### src/sv/srlc_pkg.sv
package srlc_pkg;

    // character codes
    localparam logic [7:0] CHAR_S    = 8'h53;
    localparam logic [7:0] CHAR_0    = 8'h30;
    localparam logic [7:0] CHAR_9    = 8'h39;
    localparam logic [7:0] CHAR_A    = 8'h41;
    localparam logic [7:0] CHAR_F    = 8'h46;

    // line checks
    localparam logic [7:0] SUM_GOOD  = 8'hFF;
    localparam logic [8:0] PAIR_SAT  = 9'd256;
    localparam logic [3:0] HEX_A_VAL = 4'd10;

    // position within the line, one-hot
    typedef enum logic [3:0] {
        POS_S     = 4'b0001,
        POS_TYPE  = 4'b0010,
        POS_COUNT = 4'b0100,
        POS_DATA  = 4'b1000
    } pos_t;

    // verdict handed from the parser to the output register
    typedef struct packed {
        logic       ok;
        logic [3:0] rtype;
    } verdict_t;

    function automatic logic is_dec(input logic [7:0] c);
        return (c >= CHAR_0) && (c <= CHAR_9);
    endfunction

    function automatic logic is_hexup(input logic [7:0] c);
        return (c >= CHAR_A) && (c <= CHAR_F);
    endfunction

    // digit value, 0 for anything that is not a decimal or uppercase hex digit
    function automatic logic [3:0] nibble_of(input logic [7:0] c);
        logic [7:0] d;
        d = 8'd0;
        if (is_dec(c))
        begin
            d = c - CHAR_0;
        end
        else if (is_hexup(c))
        begin
            d = (c - CHAR_A) + {4'd0, HEX_A_VAL};
        end
        return d[3:0];
    endfunction

endpackage

### src/sv/srlc_parse.sv
module srlc_parse (
    input  logic                 clk,
    input  logic                 rst_n,
    input  logic                 step,       // process the held character this cycle
    input  logic [7:0]           char_in,
    input  logic                 line_end,
    output srlc_pkg::verdict_t   verdict     // valid when step and line_end
);
    import srlc_pkg::*;

    pos_t       pos_reg, pos_next;
    logic [3:0] type_digit_reg, type_digit_next;
    logic [3:0] high_nibble_reg, high_nibble_next;
    logic       phase_reg, phase_next;
    logic [7:0] byte_sum_reg, byte_sum_next;
    logic [7:0] declared_reg, declared_next;
    logic [8:0] pair_count_reg, pair_count_next;
    logic       bad_reg, bad_next;

    logic [3:0] nib;
    logic [7:0] byte_val;
    logic [7:0] digit_val;

    assign nib       = nibble_of(char_in);
    assign byte_val  = {high_nibble_reg, nib};
    assign digit_val = char_in - CHAR_0;

    // verdict from the state left by the previous characters
    always_comb
    begin
        verdict.ok    = !bad_reg && (pos_reg == POS_DATA) && !phase_reg &&
                        (pair_count_reg == {1'b0, declared_reg}) &&
                        (byte_sum_reg == SUM_GOOD);
        verdict.rtype = type_digit_reg;
    end

    // per-character state update
    always_comb
    begin
        pos_next         = pos_reg;
        type_digit_next  = type_digit_reg;
        high_nibble_next = high_nibble_reg;
        phase_next       = phase_reg;
        byte_sum_next    = byte_sum_reg;
        declared_next    = declared_reg;
        pair_count_next  = pair_count_reg;
        bad_next         = bad_reg;
        if (step)
        begin
            if (line_end)
            begin
                pos_next         = POS_S;
                type_digit_next  = 4'd0;
                high_nibble_next = 4'd0;
                phase_next       = 1'b0;
                byte_sum_next    = 8'd0;
                declared_next    = 8'd0;
                pair_count_next  = 9'd0;
                bad_next         = 1'b0;
            end
            else
            begin
                case (pos_reg)
                    POS_S:
                    begin
                        if (char_in != CHAR_S)
                        begin
                            bad_next = 1'b1;
                        end
                        pos_next = POS_TYPE;
                    end
                    POS_TYPE:
                    begin
                        if (is_dec(char_in) && !bad_reg)
                        begin
                            type_digit_next = digit_val[3:0];
                        end
                        else
                        begin
                            bad_next = 1'b1;
                        end
                        pos_next = POS_COUNT;
                    end
                    POS_COUNT, POS_DATA:
                    begin
                        if (!is_dec(char_in) && !is_hexup(char_in))
                        begin
                            bad_next = 1'b1;
                        end
                        if (!phase_reg)
                        begin
                            high_nibble_next = nib;
                            phase_next       = 1'b1;
                        end
                        else
                        begin
                            phase_next    = 1'b0;
                            byte_sum_next = byte_sum_reg + byte_val;
                            if (pos_reg == POS_COUNT)
                            begin
                                declared_next = byte_val;
                                pos_next      = POS_DATA;
                            end
                            else if (pair_count_reg != PAIR_SAT)
                            begin
                                pair_count_next = pair_count_reg + 9'd1;
                            end
                        end
                    end
                    default:
                    begin
                        pos_next = POS_S;
                    end
                endcase
            end
        end
    end

    // line state registers
    always_ff @(posedge clk or negedge rst_n)
    begin
        if (!rst_n)
        begin
            pos_reg         <= POS_S;
            type_digit_reg  <= 4'd0;
            high_nibble_reg <= 4'd0;
            phase_reg       <= 1'b0;
            byte_sum_reg    <= 8'd0;
            declared_reg    <= 8'd0;
            pair_count_reg  <= 9'd0;
            bad_reg         <= 1'b0;
        end
        else
        begin
            pos_reg         <= pos_next;
            type_digit_reg  <= type_digit_next;
            high_nibble_reg <= high_nibble_next;
            phase_reg       <= phase_next;
            byte_sum_reg    <= byte_sum_next;
            declared_reg    <= declared_next;
            pair_count_reg  <= pair_count_next;
            bad_reg         <= bad_next;
        end
    end

endmodule

### src/sv/srecord_line_checker_core.sv
// channel  | direction | tdata (low bit up)                 | tlast
// s_axis   | in        | char_in[7:0]                       | line_end
// m_axis   | out       | record_ok, record_type[3:0], 3'b0  | -
//
// One character per cycle sustained. A character is held in the input register,
// then the parser updates the line state from it. A terminator writes its
// verdict into the output register. Characters keep flowing while a verdict
// waits; only a second terminator stalls on a full output register. Reset
// clears the line state and both valid flags.
module srecord_line_checker_core (
    input  logic       clk,
    input  logic       rst_n,
    input  logic       s_axis_tvalid,
    output logic       s_axis_tready,
    input  logic [7:0] s_axis_tdata,   // char_in[7:0]
    input  logic       s_axis_tlast,   // line_end
    output logic       m_axis_tvalid,
    input  logic       m_axis_tready,
    output logic [7:0] m_axis_tdata    // record_ok, record_type[3:0], zero pad
);
    import srlc_pkg::*;

    logic       in_valid_reg;
    logic [7:0] in_char_reg;
    logic       in_end_reg;
    logic       out_valid_reg;
    verdict_t   out_reg;
    verdict_t   verdict;
    logic       out_free;
    logic       step;

    // a character always advances; a terminator needs room for its verdict
    assign out_free      = !out_valid_reg || m_axis_tready;
    assign step          = in_valid_reg && (!in_end_reg || out_free);
    assign s_axis_tready = !in_valid_reg || step;

    srlc_parse u_parse (
        .clk      (clk),
        .rst_n    (rst_n),
        .step     (step),
        .char_in  (in_char_reg),
        .line_end (in_end_reg),
        .verdict  (verdict)
    );

    // input register
    always_ff @(posedge clk or negedge rst_n)
    begin
        if (!rst_n)
        begin
            in_valid_reg <= 1'b0;
        end
        else if (s_axis_tready)
        begin
            in_valid_reg <= s_axis_tvalid;
        end
    end

    always_ff @(posedge clk)
    begin
        if (s_axis_tready && s_axis_tvalid)
        begin
            in_char_reg <= s_axis_tdata;
            in_end_reg  <= s_axis_tlast;
        end
    end

    // result register
    always_ff @(posedge clk or negedge rst_n)
    begin
        if (!rst_n)
        begin
            out_valid_reg <= 1'b0;
        end
        else if (step && in_end_reg)
        begin
            out_valid_reg <= 1'b1;
        end
        else if (m_axis_tready)
        begin
            out_valid_reg <= 1'b0;
        end
    end

    always_ff @(posedge clk)
    begin
        if (step && in_end_reg)
        begin
            out_reg <= verdict;
        end
    end

    assign m_axis_tvalid = out_valid_reg;
    assign m_axis_tdata  = {3'b000, out_reg.rtype, out_reg.ok};

endmodule

### config.mk
export PLATFORM = sky130hd
export DESIGN_NAME = srecord_line_checker_core
export DESIGN_NICKNAME = d
export VERILOG_FILES = /design/src/sv/srlc_pkg.sv /design/src/sv/srlc_parse.sv /design/src/sv/srecord_line_checker_core.sv
export SDC_FILE = /design/constraint.sdc
export NUM_CORES = 1
export LEC_CHECK = 0
export ABC_AREA = 1
export BUFFER_PORTS_ARGS = -buffer_cell sky130_fd_sc_hd__buf_2
export CORE_MARGIN = 3
export CORE_UTILIZATION = 40
export DETAILED_ROUTE_END_ITERATION = 12
export PLACE_DENSITY_LB_ADDON = 0.05
export SYNTH_ARGS = -nofsm -noshare
export SYNTH_HDL_FRONTEND = slang
export SYNTH_HIERARCHICAL = 1
export SYNTH_SLANG_ARGS = --single-unit
### constraint.sdc
create_clock -name clk -period 3.21 [get_ports clk]
set_input_delay 0.642 -clock clk [delete_from_list [all_inputs] [get_ports clk]]
set_output_delay 0.642 -clock clk [all_outputs]
set_load 0.1 [all_outputs]
==> flow_summary.yaml <==
finish:
  ff_latch_area_um2: 1450
  largest_reg_flops: 9
  area_delta_synth_final_pct: 9.08
  antenna-diode-count: 0
  multi_input_area_um2: 1470
  nets: 424
  n_fill_cell: 741
  layout-drive-gt1-share_pct: 13.0
  finalNonFillerCells: 498
floorplan:
  ios: 23
  die_h_um: 94.4
  start_util_pct: 42.2
  die_x_um: 94.4
  die_area_um2: 8910
  core-area_um2: 7410
  rows: 31
critical_path:
  slowest_stage: "edfxtp_1"
  cp_top_family: "adder cells"
  critical-path-max-stage-delay_ps: 440
  crit_top_cell: "nand2_1"
  path_buf_inv: 2
  cp-end-kind: "register"
  cp_max_fo: 10
  worstSetupStartpointType: "register"
  critical_path_arrival_ps: 2970
  cp.depth: 16
  critPathKind: "reg -> reg"
  reg2reg_depth: 16
  critPathRequiredTime_ps: 3410
  cp_cell_sequence: "inv_1, ha_1, o21ai_0, nand2_1, nand2_2, nor2_1, a21oi_1, ha_1, inv_1, fa_1, nor2_1, o21ai_0, nand2_1, a21oi_1, o211ai_1, nand2_1"
power:
  p_leak_nw: 1.72
  peakVddDrop_mv: 0.226
  power.total_mw: 1.62
  p_per_area_nw_per_um2: 475
timing:
  final.period_utilization_pct: 86.4
  maxSlewHeadroom_pct: 37.8
  rsz0062_at_grt: "false"
  finalSetupViolCount: 0
  slew_viol_final: 0
  layout_min_cycle_time_ps: 2770
  timing.hold.ws_ps: 464
  clock_skew_ps: 6.28
  finalSetupTns_ps: 0
  worst_pin_slew_ps: 933
  hold_viol_final: 0
  fmax_mhz: 360
clocking:
  clk_pin_slew_ps: 100
  cts_sinks: 55
  clk_latency_ps: 310
  clk_path_buf_depth: 2
  cts_root_buffer: "clkbuf_8"
  cts_tree: "done"
  cts_hold_buf: 0
  cts_buffers: 5
  cts_resized: 0
  post_cts_buffers: 0
  cts_max_level: 2
route:
  first_pass_iters: 4
  drt_iter0_drc: 136
  drc_errors: 0
  vias: 2403
  drt_wl_total_um: 6550
  ant_nets: 0
  via_per_inst: 4.83
  wl_per_cell_um: 13.2
place:
  placed_cells: 490
  portBuffers: 19
  hpwlAfterDp_um: 4990
  place_congestion: 0.823
worst_hold_path:
  hold_class: "in -> async"
global_route:
  grt_max_degree: 42
  antenna_found_initial: 0
  grt_pass1_wl_um: 11000
  grt-ovfl-total: 0
  grtUsageTotal_pct: 15.9
  grt_pass1_vias: 2272
synthesis:
  synthTopCellsByArea: "dfrtp_1 (32%), edfxtp_1 (13%), nand2_1 (13%)"
  netlist_area_um2: 3130
  ys_warn_count: 6
  syn_area_per_cell_um2: 8.25
  synth_cell_types: 40
  yosysMostFrequentCell: "nand2_1"
  syn_inst: 379
  synth_top_flop_cell: "dfrtp_1"
  synth-edff-count: 14
  async_reset_ff_share_pct: 74.5
  seq_area_frac_synth_pct: 46.3
  synth-seq-cells: 55
  synthTopCellsByCount: "nand2_1 (107), dfrtp_1 (40), inv_1 (40), nor2_1 (31), nand3_1 (30)"
  yosysTopAreaCell: "dfrtp_1"
  synth_top_area_share_pct: 32.0
flow_run:
  cap_violations: 0
status:
  status: "completed"
==> stage by stage <==
step	area, um2	setup WS (ps)	util [%]
after floorplan	3130	765	-
after CTS	3410	422	46.0
after global placement	3310	582	44.6
after detailed placement	3310	446	44.6
after global routing	3410	128	46.0
final	3410	436	46.0
==> routing by layer <==
metal / up-vias / wire length, um / share of wire, % / track usage, %
met5: - / 0 / 0 / 0
li1: 1262 / - / - / -
met2: 34 / 2960 / 45 / 25.0
met3: 5 / 206 / 3.1 / 3.03
met4: 0 / 48 / 0.73 / 3.97
met1: 1102 / 3330 / 51 / 22.6
==> final cells by class <==
cell class | count | area share [%]
Timing Repair Buffer | 21 | 3.23
Multi-Input combinational cell | 273 | 43.0
Inverter | 42 | 4.62
Sequential cell | 55 | 42.4
Tap cell | 99 | 3.63
Clock inverter | 1 | 0.220
Clock buffer | 7 | 2.86
==> cell usage in the layout, fill, tap and decap left out, types with 2 or more instances in the layout <==
master    instances
a21boi_0          2
dfrtp_1          40
nand3_2           2
nand3_1          30
o21ai_2           5
xor2_1            8
nand2_4           2
ha_1             12
a21oi_1          11
nand2_2           2
o21ai_0          16
buf_2            19
nor2_2            2
nor2_4            2
buf_4             2
nand2_1         107
nand4_1           9
clkbuf_8          5
conb_1            3
o211ai_1          2
inv_2             2
xnor2_1           5
inv_1            40
edfxtp_1         14
nor3_1            3
o21ai_1           6
or2_2             3
nor2_1           31
==> final timing paths <==
check                                                       from                                    end  slack, ps
setup / recovery                        in_char_reg[0]$_DFFE_PP_    u_parse/byte_sum_reg[4]$_DFFE_PN0P_        440
max in group asynchronous                                  rst_n    u_parse/byte_sum_reg[1]$_DFFE_PN0P_       2170
hold / removal                                             rst_n  u_parse/pair_count_reg[2]$_DFFE_PN0P_        460
setup reg to reg                        in_char_reg[0]$_DFFE_PP_    u_parse/byte_sum_reg[4]$_DFFE_PN0P_        440
min in group clk           u_parse/type_digit_reg[1]$_DFFE_PN0P_              m_axis_tdata[2]$_DFFE_PP_        470
hold reg to reg            u_parse/type_digit_reg[1]$_DFFE_PN0P_              m_axis_tdata[2]$_DFFE_PP_        470
==> kinds of logic after synthesis <==
group | synth area share [%]
AOI/OAI and AO/OA | 8.52
xor gates and xnor gates | 3.64
adders and majority gates | 5.44
buffers and inverters | 7.04
DFF | 46.3
other | 0.120
and+or+nand+nor | 28.9
==> power by group <==
part           leakage [nW]  total [mW]  internal [mW]  switching [mW]
Clock                0.0496       0.430          0.202           0.228
Sequential            0.692       0.844          0.779          0.0649
Combinational         0.975       0.346          0.108           0.238
Total                  1.72        1.62           1.09           0.531
No activity file was read; power rests on OpenSTA's default activity.
